**src/rtl/bpa_pkg.sv**
```systemverilog
// ----------------------------------------------------------------------------
// bpa_pkg
// shared types, constants and helpers for the bitmap page allocator
// ----------------------------------------------------------------------------
package bpa_pkg;

  localparam int MAX_PAGES     = 4096;
  localparam int MAP_WORD_BITS = 32;
  localparam int MAP_WORDS     = MAX_PAGES / MAP_WORD_BITS;
  localparam int WORD_AW       = $clog2(MAP_WORDS);
  localparam int BIT_AW        = $clog2(MAP_WORD_BITS);
  localparam int PAGE_W        = $clog2(MAX_PAGES);
  localparam int PAGE_SHIFT    = 12;
  localparam int CNT_W         = 13;
  localparam int ADDR_W        = 24;
  localparam int CFG_IDX_W     = 1;

  localparam logic [CNT_W-1:0] CNT_MAX   = {CNT_W{1'b1}};
  localparam logic [CNT_W-1:0] PAGES_MAX = CNT_W'(MAX_PAGES);

  // opcodes
  localparam logic [1:0] OP_INIT  = 2'd0;
  localparam logic [1:0] OP_ALLOC = 2'd1;
  localparam logic [1:0] OP_FREE  = 2'd2;
  localparam logic [1:0] OP_NOP   = 2'd3;

  // status codes
  localparam logic [1:0] ST_DONE    = 2'd0;
  localparam logic [1:0] ST_OOM     = 2'd1;
  localparam logic [1:0] ST_IGNORED = 2'd2;

  // configuration register indexes
  localparam logic [CFG_IDX_W-1:0] CFG_PAGE_COUNT = 1'b0;
  localparam logic [CFG_IDX_W-1:0] CFG_RESERVED   = 1'b1;

  typedef struct packed {
    logic [1:0]  opcode;
    logic [31:0] free_address;
  } req_t;

  typedef struct packed {
    logic [1:0]        status;
    logic [ADDR_W-1:0] page_address;
    logic [CNT_W-1:0]  used_count;
    logic [CNT_W-1:0]  free_count;
  } rsp_t;

  // one access slot of the page map
  typedef struct packed {
    logic                     wr_en;
    logic [WORD_AW-1:0]       wr_addr;
    logic [MAP_WORD_BITS-1:0] wr_data;
    logic                     rd_en;
    logic [WORD_AW-1:0]       rd_addr;
  } map_cmd_t;

  // bits of map word w that belong to pages below limit
  function automatic logic [MAP_WORD_BITS-1:0] word_mask(
    input logic [WORD_AW-1:0] w,
    input logic [CNT_W-1:0]   limit
  );
    logic [CNT_W-1:0]         lo;
    logic [CNT_W-1:0]         diff;
    logic [MAP_WORD_BITS:0]   ones;
    lo   = CNT_W'({w, {BIT_AW{1'b0}}});
    diff = limit - lo;
    ones = ({{MAP_WORD_BITS{1'b0}}, 1'b1} << diff[BIT_AW:0]) - 1'b1;
    if (limit <= lo) begin
      return '0;
    end else if (diff >= CNT_W'(MAP_WORD_BITS)) begin
      return '1;
    end else begin
      return ones[MAP_WORD_BITS-1:0];
    end
  endfunction

  // index of lowest set bit
  function automatic logic [BIT_AW-1:0] lowest_set(
    input logic [MAP_WORD_BITS-1:0] v
  );
    logic [BIT_AW-1:0] idx;
    idx = '0;
    for (int i = MAP_WORD_BITS - 1; i >= 0; i--) begin
      if (v[i]) begin
        idx = BIT_AW'(i);
      end
    end
    return idx;
  endfunction

endpackage

```
**src/rtl/bpa_ram.sv**
```systemverilog
// ----------------------------------------------------------------------------
// bpa_ram
// generic single-write, single-read ram with registered read data
// ----------------------------------------------------------------------------
module bpa_ram #(
  parameter int WIDTH = 32,
  parameter int DEPTH = 128
) (
  input  logic                     clk,
  input  logic                     we,
  input  logic [$clog2(DEPTH)-1:0] waddr,
  input  logic [WIDTH-1:0]         wdata,
  input  logic                     re,
  input  logic [$clog2(DEPTH)-1:0] raddr,
  output logic [WIDTH-1:0]         rdata
);

  logic [WIDTH-1:0] mem [DEPTH];

  always_ff @(posedge clk) begin
    if (we) begin
      mem[waddr] <= wdata;
    end
    if (re) begin
      rdata <= mem[raddr];
    end
  end

endmodule

```
**src/rtl/bpa_map.sv**
```systemverilog
// ----------------------------------------------------------------------------
// bpa_map
// page bitmap store: ram plus per-word valid bits, unwritten words read zero
// ----------------------------------------------------------------------------
module bpa_map (
  input  logic                              clk,
  input  logic                              rst,
  input  bpa_pkg::map_cmd_t                 cmd,
  output logic [bpa_pkg::MAP_WORD_BITS-1:0] rd_data
);
  import bpa_pkg::*;

  logic [MAP_WORDS-1:0]     valid;
  logic                     rd_ok;
  logic [MAP_WORD_BITS-1:0] ram_q;

  bpa_ram #(
    .WIDTH (MAP_WORD_BITS),
    .DEPTH (MAP_WORDS)
  ) u_ram (
    .clk   (clk),
    .we    (cmd.wr_en),
    .waddr (cmd.wr_addr),
    .wdata (cmd.wr_data),
    .re    (cmd.rd_en),
    .raddr (cmd.rd_addr),
    .rdata (ram_q)
  );

  always_ff @(posedge clk) begin
    if (rst) begin
      valid <= '0;
      rd_ok <= 1'b0;
    end else begin
      if (cmd.wr_en) begin
        valid[cmd.wr_addr] <= 1'b1;
      end
      if (cmd.rd_en) begin
        rd_ok <= valid[cmd.rd_addr];
      end
    end
  end

  assign rd_data = rd_ok ? ram_q : '0;

endmodule

```
**src/rtl/bitmap_page_allocator.sv**
```systemverilog
// ----------------------------------------------------------------------------
// bitmap_page_allocator
// first-fit physical page allocator, one used bit per 4 KB page
// ----------------------------------------------------------------------------
// A request is taken when start is high and busy is low; its single result
// appears on result for exactly one cycle with done high and must be taken
// then, as the receiver cannot stall. Timing is set by the page map, a ram
// of 128 words of 32 bits with one read per cycle: init writes every map
// word once and then answers; allocate streams map words from word 0 and
// answers once it has found the first free page or read the last managed
// word; an out-of-range free, an allocate with no free pages and the unused
// opcode answer next cycle; an in-range free reads its map word, then clears
// the bit if it is set and answers. busy stays high until the result is
// shown, so one request is in work at a time. After reset the map reads as
// all zero through per-word valid bits, so no clearing pass is needed.
// Configuration writes are meant for idle periods only.
// ----------------------------------------------------------------------------
module bitmap_page_allocator (
  input  logic                          clk,
  input  logic                          rst,
  input  logic                          start,
  output logic                          busy,
  input  bpa_pkg::req_t                 request,
  output logic                          done,
  output bpa_pkg::rsp_t                 result,
  input  logic                          cfg_write,
  input  logic [bpa_pkg::CFG_IDX_W-1:0] cfg_index,
  input  logic [bpa_pkg::CNT_W-1:0]     cfg_data
);
  import bpa_pkg::*;

  typedef enum logic [3:0] {
    S_IDLE = 4'b0001,
    S_INIT = 4'b0010,
    S_SCAN = 4'b0100,
    S_FREE = 4'b1000
  } state_t;

  // configuration
  logic [CNT_W-1:0] page_count;
  logic [CNT_W-1:0] reserved_pages;

  // control and counts
  state_t             state, state_next;
  logic [WORD_AW:0]   word_idx, word_idx_next;     // sweep / read issue pointer
  logic               rd_pending, rd_pending_next; // map data due this cycle
  logic [WORD_AW-1:0] rd_word, rd_word_next;       // word of the returning data
  logic [BIT_AW-1:0]  free_bit, free_bit_next;
  logic [CNT_W-1:0]   pages_held, pages_held_next;
  logic [CNT_W-1:0]   pages_spare, pages_spare_next;
  logic               done_next;
  rsp_t               result_next;

  map_cmd_t                 map_cmd;
  logic [MAP_WORD_BITS-1:0] map_q;

  // derived from configuration
  logic [CNT_W-1:0]         count_eff;
  logic [CNT_W-1:0]         res_eff;
  logic [CNT_W-1:0]         count_m1;
  logic [WORD_AW-1:0]       last_word;
  logic [19:0]              req_page;
  logic [MAP_WORD_BITS-1:0] avail;
  logic [BIT_AW-1:0]        hit_bit;
  logic [MAP_WORD_BITS-1:0] bit_sel;
  logic                     accept;

  assign accept    = start && !busy;
  assign busy      = (state != S_IDLE);
  assign count_eff = (page_count > PAGES_MAX) ? PAGES_MAX : page_count;
  assign res_eff   = (reserved_pages > count_eff) ? count_eff : reserved_pages;
  assign count_m1  = count_eff - 1'b1;
  assign last_word = count_m1[PAGE_W-1:BIT_AW];
  assign req_page  = request.free_address[31:PAGE_SHIFT];

  // free pages within the returned word, and the first of them
  assign avail   = ~map_q & word_mask(rd_word, count_eff);
  assign hit_bit = lowest_set(avail);
  assign bit_sel = {{(MAP_WORD_BITS-1){1'b0}}, 1'b1} << (state == S_FREE ? free_bit : hit_bit);

  bpa_map u_map (
    .clk     (clk),
    .rst     (rst),
    .cmd     (map_cmd),
    .rd_data (map_q)
  );

  always_comb begin
    state_next       = state;
    word_idx_next    = word_idx;
    rd_pending_next  = 1'b0;
    rd_word_next     = rd_word;
    free_bit_next    = free_bit;
    pages_held_next  = pages_held;
    pages_spare_next = pages_spare;
    done_next        = 1'b0;
    result_next      = result;
    map_cmd          = '0;

    case (state)
      S_IDLE: begin
        if (accept) begin
          case (request.opcode)
            OP_INIT: begin
              // counts are known at once; the map is rewritten by the sweep
              pages_held_next  = res_eff;
              pages_spare_next = count_eff - res_eff;
              word_idx_next    = '0;
              state_next       = S_INIT;
            end
            OP_ALLOC: begin
              if (pages_spare == '0 || count_eff == '0) begin
                done_next   = 1'b1;
                result_next = '{ST_OOM, '0, pages_held, pages_spare};
              end else begin
                word_idx_next = '0;
                state_next    = S_SCAN;
              end
            end
            OP_FREE: begin
              if (req_page < {7'd0, count_eff}) begin
                map_cmd.rd_en   = 1'b1;
                map_cmd.rd_addr = req_page[PAGE_W-1:BIT_AW];
                rd_word_next    = req_page[PAGE_W-1:BIT_AW];
                free_bit_next   = req_page[BIT_AW-1:0];
                state_next      = S_FREE;
              end else begin
                done_next   = 1'b1;
                result_next = '{ST_IGNORED, '0, pages_held, pages_spare};
              end
            end
            default: begin
              done_next   = 1'b1;
              result_next = '{ST_DONE, '0, pages_held, pages_spare};
            end
          endcase
        end
      end

      S_INIT: begin
        // one map word per cycle: reserved pages set, the rest clear
        map_cmd.wr_en   = 1'b1;
        map_cmd.wr_addr = word_idx[WORD_AW-1:0];
        map_cmd.wr_data = word_mask(word_idx[WORD_AW-1:0], res_eff);
        word_idx_next   = word_idx + 1'b1;
        if (word_idx[WORD_AW-1:0] == WORD_AW'(MAP_WORDS - 1)) begin
          done_next   = 1'b1;
          result_next = '{ST_DONE, '0, pages_held, pages_spare};
          state_next  = S_IDLE;
        end
      end

      S_SCAN: begin
        if (rd_pending && avail != '0) begin
          // first free page found: claim it and stop
          map_cmd.wr_en    = 1'b1;
          map_cmd.wr_addr  = rd_word;
          map_cmd.wr_data  = map_q | bit_sel;
          pages_held_next  = (pages_held < CNT_MAX) ? pages_held + 1'b1 : pages_held;
          pages_spare_next = pages_spare - 1'b1;
          done_next        = 1'b1;
          result_next      = '{ST_DONE, ADDR_W'({rd_word, hit_bit, {PAGE_SHIFT{1'b0}}}),
                               pages_held_next, pages_spare_next};
          state_next       = S_IDLE;
        end else if (rd_pending && rd_word == last_word) begin
          // map exhausted although the counts said otherwise
          done_next   = 1'b1;
          result_next = '{ST_OOM, '0, pages_held, pages_spare};
          state_next  = S_IDLE;
        end else if (word_idx <= {1'b0, last_word}) begin
          // keep one word read in flight each cycle
          map_cmd.rd_en   = 1'b1;
          map_cmd.rd_addr = word_idx[WORD_AW-1:0];
          rd_word_next    = word_idx[WORD_AW-1:0];
          rd_pending_next = 1'b1;
          word_idx_next   = word_idx + 1'b1;
        end
      end

      S_FREE: begin
        if (map_q[free_bit]) begin
          map_cmd.wr_en    = 1'b1;
          map_cmd.wr_addr  = rd_word;
          map_cmd.wr_data  = map_q & ~bit_sel;
          pages_held_next  = (pages_held != '0) ? pages_held - 1'b1 : pages_held;
          pages_spare_next = (pages_spare < CNT_MAX) ? pages_spare + 1'b1 : pages_spare;
          result_next      = '{ST_DONE, '0, pages_held_next, pages_spare_next};
        end else begin
          result_next      = '{ST_IGNORED, '0, pages_held, pages_spare};
        end
        done_next  = 1'b1;
        state_next = S_IDLE;
      end

      default: begin
        state_next = S_IDLE;
      end
    endcase
  end

  always_ff @(posedge clk) begin
    if (rst) begin
      state          <= S_IDLE;
      rd_pending     <= 1'b0;
      done           <= 1'b0;
      pages_held     <= '0;
      pages_spare    <= '0;
      page_count     <= PAGES_MAX;
      reserved_pages <= CNT_W'(257);
    end else begin
      state       <= state_next;
      rd_pending  <= rd_pending_next;
      done        <= done_next;
      pages_held  <= pages_held_next;
      pages_spare <= pages_spare_next;
      if (cfg_write) begin
        case (cfg_index)
          CFG_PAGE_COUNT: page_count     <= cfg_data;
          CFG_RESERVED:   reserved_pages <= cfg_data;
          default:        ;
        endcase
      end
    end
  end

  // payload registers
  always_ff @(posedge clk) begin
    word_idx <= word_idx_next;
    rd_word  <= rd_word_next;
    free_bit <= free_bit_next;
    result   <= result_next;
  end

endmodule

```
**config.mk**
```make
export PLATFORM = sky130hd
export DESIGN_NAME = bitmap_page_allocator
export DESIGN_NICKNAME = d
export VERILOG_FILES = /design/src/rtl/bpa_pkg.sv /design/src/rtl/bpa_ram.sv /design/src/rtl/bpa_map.sv /design/src/rtl/bitmap_page_allocator.sv
export SDC_FILE = /design/constraint.sdc
export NUM_CORES = 2
export LEC_CHECK = 0
export CAP_MARGIN = 20
export CORE_MARGIN = 2
export CORE_UTILIZATION = 63
export CTS_CLUSTER_DIAMETER = 120
export CTS_CLUSTER_SIZE = 25
export DETAILED_ROUTE_END_ITERATION = 16
export DONT_BUFFER_PORTS = 1
export PLACE_DENSITY = 0.79
export SLEW_MARGIN = 10
export SYNTH_ARGS = -nofsm -noshare
export SYNTH_HDL_FRONTEND = slang
export SYNTH_HIERARCHICAL = 1
export SYNTH_SLANG_ARGS = --single-unit
export TNS_END_PERCENT = 5
```
**constraint.sdc**
```tcl
create_clock -name clk -period 16.5 [get_ports clk]
set_input_delay 4.95 -clock clk [delete_from_list [all_inputs] [get_ports clk]]
set_output_delay 4.95 -clock clk [all_outputs]
set_load 0.01 [all_outputs]
```
==> results <==
- In this run, synthesis produced a sequential element count of 4375.
- In this run the power density over the cells is 96.2 nW/µm².
- The worst-case clock buffer depth is 4.
- The synthesis-to-finish area growth is 6.81%.
- The number of antenna violations at the first check in global routing is 54.
- By area the synthesized netlist is led by sky130_fd_sc_hd__edfxtp_1, sky130_fd_sc_hd__mux4_2, sky130_fd_sc_hd__dfxtp_1.
- The worst setup margin is 5.05 ns.
- The final layout contains 8394 nets.
- The relative slew slack is 18.8%.
- The maximum clock frequency is 87.4 MHz.
- The library cells used most frequently in the layout, excluding fill and tap cells, are sky130_fd_sc_hd__edfxtp_1, sky130_fd_sc_hd__mux4_2, sky130_fd_sc_hd__nor2_1.
- The count of final setup violators is 0.
- The largest net degree at the start of global routing is 189.
- The worst setup path is launched from a flop.
- Once the floorplan was initialized, standard cells occupied 63.2% of the core.
- The height of the die is 530 µm.
- The number of warnings printed during yosys synthesis is 6.
- The die area is 281000 µm².
- At the worst endpoint, the required time is 17.15 ns.
- The H-tree was split into 4 levels.
- The total length of routed wires is 517 mm.
- The count of instances resized after the clock tree is built is 0.
- The launch point of the critical path is page_count[12].
- The category of the most critical setup path is flop to flop.
- Cell internal power was estimated by the tool at 14300 µW.
- The setup fix buffers added after clock tree synthesis is 0.
- The share of cells above drive strength 1 is 25.8%.
- The share of the Yosys chip area taken by registers is 74.2%.
- Setup slack on the worst reg-to-reg path comes out at 5.05 ns.
- Summed over all nets, the switching power comes to 3610 µW.
- The number of antenna-violating nets in the routed design is 0.
- The width of the die is 530 µm.
- The via count of the first global-routing pass is 90469.
- The via count normalized by instance count is 7.71.
- The count of maximum capacitance violations is 0.
- The data arrival at the endpoint of the critical path is 12.10 ns.
- The clock skew is 0.0896 ns.
- After detailed routing, the average wire length per cell comes to 43.0 µm.
- Setup repair after global routing left no endpoint under its margin.
- The max-slew violation count was 0.
- sky130_fd_sc_hd__edfxtp_1 takes more of the synthesized area than any other cell.
- The worst setup path endpoint is u_map/u_ram/rdata[19].
- The number of buffers added by the clock tree synthesis step is 202.
- The unique cell type count in the Yosys netlist is 99.
- The mean cell area of the mapped netlist is 21.2 µm².
- The area share of the largest cell type after synthesis is 72.1%.
- The clock-pin transition on the worst setup and hold timing paths is 0.11 ns.
- The synthesized instance count is 8245.
- The placement-stage worst setup slack is 4.30 ns.
- The clock insertion delay at the later pin of the skew report is 0.96 ns.
- In this run, the combinational gates consume 1.6% of the power.
- Port buffering added 0 buffers.
- The final sum of negative setup slack is 0 ns.
- After layout, the worst path uses 69.4% of the clock period.
- The worst ir drop on vdd is 104 µV.
- For this run the aggregate overflow at the end of global routing stands at 0.
- The final hold violation count is 0.
- The number of vias after detailed routing is 92744.
- The top-level I/O count is 106.
- Counting cells, the worst reg-to-reg path comes to 25.
- The fraction of power consumed by the clock network is 31.3%.
- The cell area that synthesis handed to floorplanning was 174000 µm².
- The wire-length estimate of the detail-placed layout is 262 mm.
- The startpoint identified for the worst register-to-register timing path is page_count[12].
- Yosys mapped a number of flops with a built-in enable equal to 4188.
- The proportion of synthesized flip-flops having asynchronous set or reset is 0%.
- In this run the worst path has a maximum fanout of 77.
- The endpoint identified for the worst register-to-register timing path is u_map/u_ram/rdata[19].
- The library cell used most frequently in the layout, excluding fill and tap cells, is sky130_fd_sc_hd__edfxtp_1.
- The number of sinks on the clock net is 4375.
- Routability-driven placement finished with a final weighted congestion of 0.944.
- The tree is rooted in a sky130_fd_sc_hd__clkbuf_16.
- The clock period could shrink to 11.45 ns.
- The DRC violation total after the first TritonRoute iteration is 16988.
- The worst hold path belongs to the class flop to flop.
- Sequential cells account for 67.1% of the total power.
- The first global-routing pass estimated 717 mm of wire.
- The number of cell rows is 193.
- The leading register cell type out of synthesis is sky130_fd_sc_hd__edfxtp_1.
- The slew of the pin with the lowest slew margin is 1.22 ns.
- The placeable core area is 276000 µm².
- In the routed design, unresolved DRC markers number 0.
- TritonCTS built the clock tree.
- STA classifies the critical path endpoint as a flop.
- The first-pass detailed-route iteration total is 8.
- The switching power as a share of total power is 20.1%.
- The total track usage is 37.0%.
- The fill cell instance count of the final layout is 15487.
- The flow ran to the end, and the final reports show no timing, DRC or antenna violations.
- The cts-stage hold buffer count is 0.
- The leakage power figure is 0.0645 µW.
registers in the layout, indices dropped and copies added, names as in the netlist, 4 cells and up:
signal / count
result: 40
free_bit: 5
u_map/u_ram/mem: 4096
rd_word: 7
page_count: 13
reserved_pages: 13
pages_spare: 13
u_map/u_ram/rdata: 32
u_map/valid: 128
state: 4
pages_held: 13
word_idx: 8
area by class of cell:
class	count	area (µm²)	area share [%]
antenna	29	72.6	0.0389
clock buffer	220	5140	2.76
timing repair buffer	293	2580	1.38
clock inverter	8	98.8	0.0530
inverter	74	278	0.149
tap	3705	4640	2.49
sequential	4375	130000	69.5
multi-input combinational	3323	44000	23.6
worst max-delay path, stage by stage, from the launching register on:
cell and delay (ns):
sky130_fd_sc_hd__dfxtp_1 0.32, sky130_fd_sc_hd__buf_4 0.23, sky130_fd_sc_hd__inv_2 0.37, sky130_fd_sc_hd__nand2_1 0.35, sky130_fd_sc_hd__ha_1 0.54, sky130_fd_sc_hd__and2_0 0.35
sky130_fd_sc_hd__nand3b_1 0.18, sky130_fd_sc_hd__ha_1 0.36, sky130_fd_sc_hd__o21a_1 0.35, sky130_fd_sc_hd__and2_0 0.35, sky130_fd_sc_hd__or2_1 0.15, sky130_fd_sc_hd__a31oi_1 0.12
sky130_fd_sc_hd__or4_1 0.64, sky130_fd_sc_hd__o41a_1 0.58, sky130_fd_sc_hd__o31ai_4 0.28, sky130_fd_sc_hd__buf_4 0.36, sky130_fd_sc_hd__o41ai_1 0.17, sky130_fd_sc_hd__or2_1 0.34
sky130_fd_sc_hd__nor3_4 0.55, sky130_fd_sc_hd__a22o_4 0.96, sky130_fd_sc_hd__buf_12 0.53, sky130_fd_sc_hd__buf_4 0.68, sky130_fd_sc_hd__mux4_2 0.63, sky130_fd_sc_hd__mux4_2 0.60
sky130_fd_sc_hd__mux4_2 0.64, sky130_fd_sc_hd__mux2_2 0.32
worst min-delay path by stage:
stage,to,cells after the start,slack (ns),start
5_1_grt,u_map/valid[127],2,0.50,u_map/valid[127]
2_1_floorplan,u_map/valid[113],2,0.43,u_map/valid[113]
4_1_cts,u_map/valid[37],2,0.47,u_map/valid[37]
6_report,u_map/valid[36],2,0.47,u_map/valid[36]
3_3_place_gp,u_map/valid[29],2,0.44,u_map/valid[29]
3_5_place_dp,u_map/valid[37],2,0.45,u_map/valid[37]
kinds of logic after synthesis:
kind of cell    count (synthesis)  synth area share, %
xor+xnor                       65                0.326
fa+ha+maj                      74                0.542
buf+inv                       558                 1.33
compound gates                695                 2.57
flops                        4375                 74.2
mux                          1441                 18.2
other cells                     1              0.00215
simple gates                 1036                 2.76
synthesized netlist by cell type, drive strengths merged, types with 15 or more instances:
cell	count
inv	74
o211ai	26
a21o	29
nand2b	32
a211oi	30
a21oi	276
nand3	78
xnor2	42
nand2	218
nor3	90
dfxtp	187
clkbuf	308
and3	18
nor4	28
mux4	1381
and2	44
xor2	23
o22ai	26
mux2	38
o31ai	18
edfxtp	4188
nand3b	15
a31oi	28
nor2b	31
o21ai	105
nor2	411
ha	70
o311ai	20
buf	176
mux2i	22
power by group through the flow:
stage,Combinational (µW),Sequential (µW),Clock [µW]
2_1_floorplan,208,12300,0
3_3_place_gp,269,12300,0
3_5_place_dp,273,12300,0
4_1_cts,275,12000,5640
5_1_grt,306,12000,5920
6_report,284,12000,5620
through the flow:
stage                     cell area (µm²)  power, µW  std cells  util, %  hold slack [ns]
after detailed placement           181000      12600      11757     65.5            0.448
after global routing               186000      18300      11999     67.5            0.497
after global placement             181000      12500      11755     65.5            0.439
final                              186000      17900      12027     67.5            0.467
after CTS                          186000      17900      11985     67.4            0.474
after floorplan                    175000      12500       8256        -            0.428
per-layer routing:
metal	wire length, µm	vias to the layer above	global-route usage [%]
met4	33000	50	19.3
met2	244000	8597	57.0
li1	-	34373	-
met5	388	-	0
met3	75300	1706	11.4
met1	164000	48018	48.1
(Power assumes the default switching activity.)
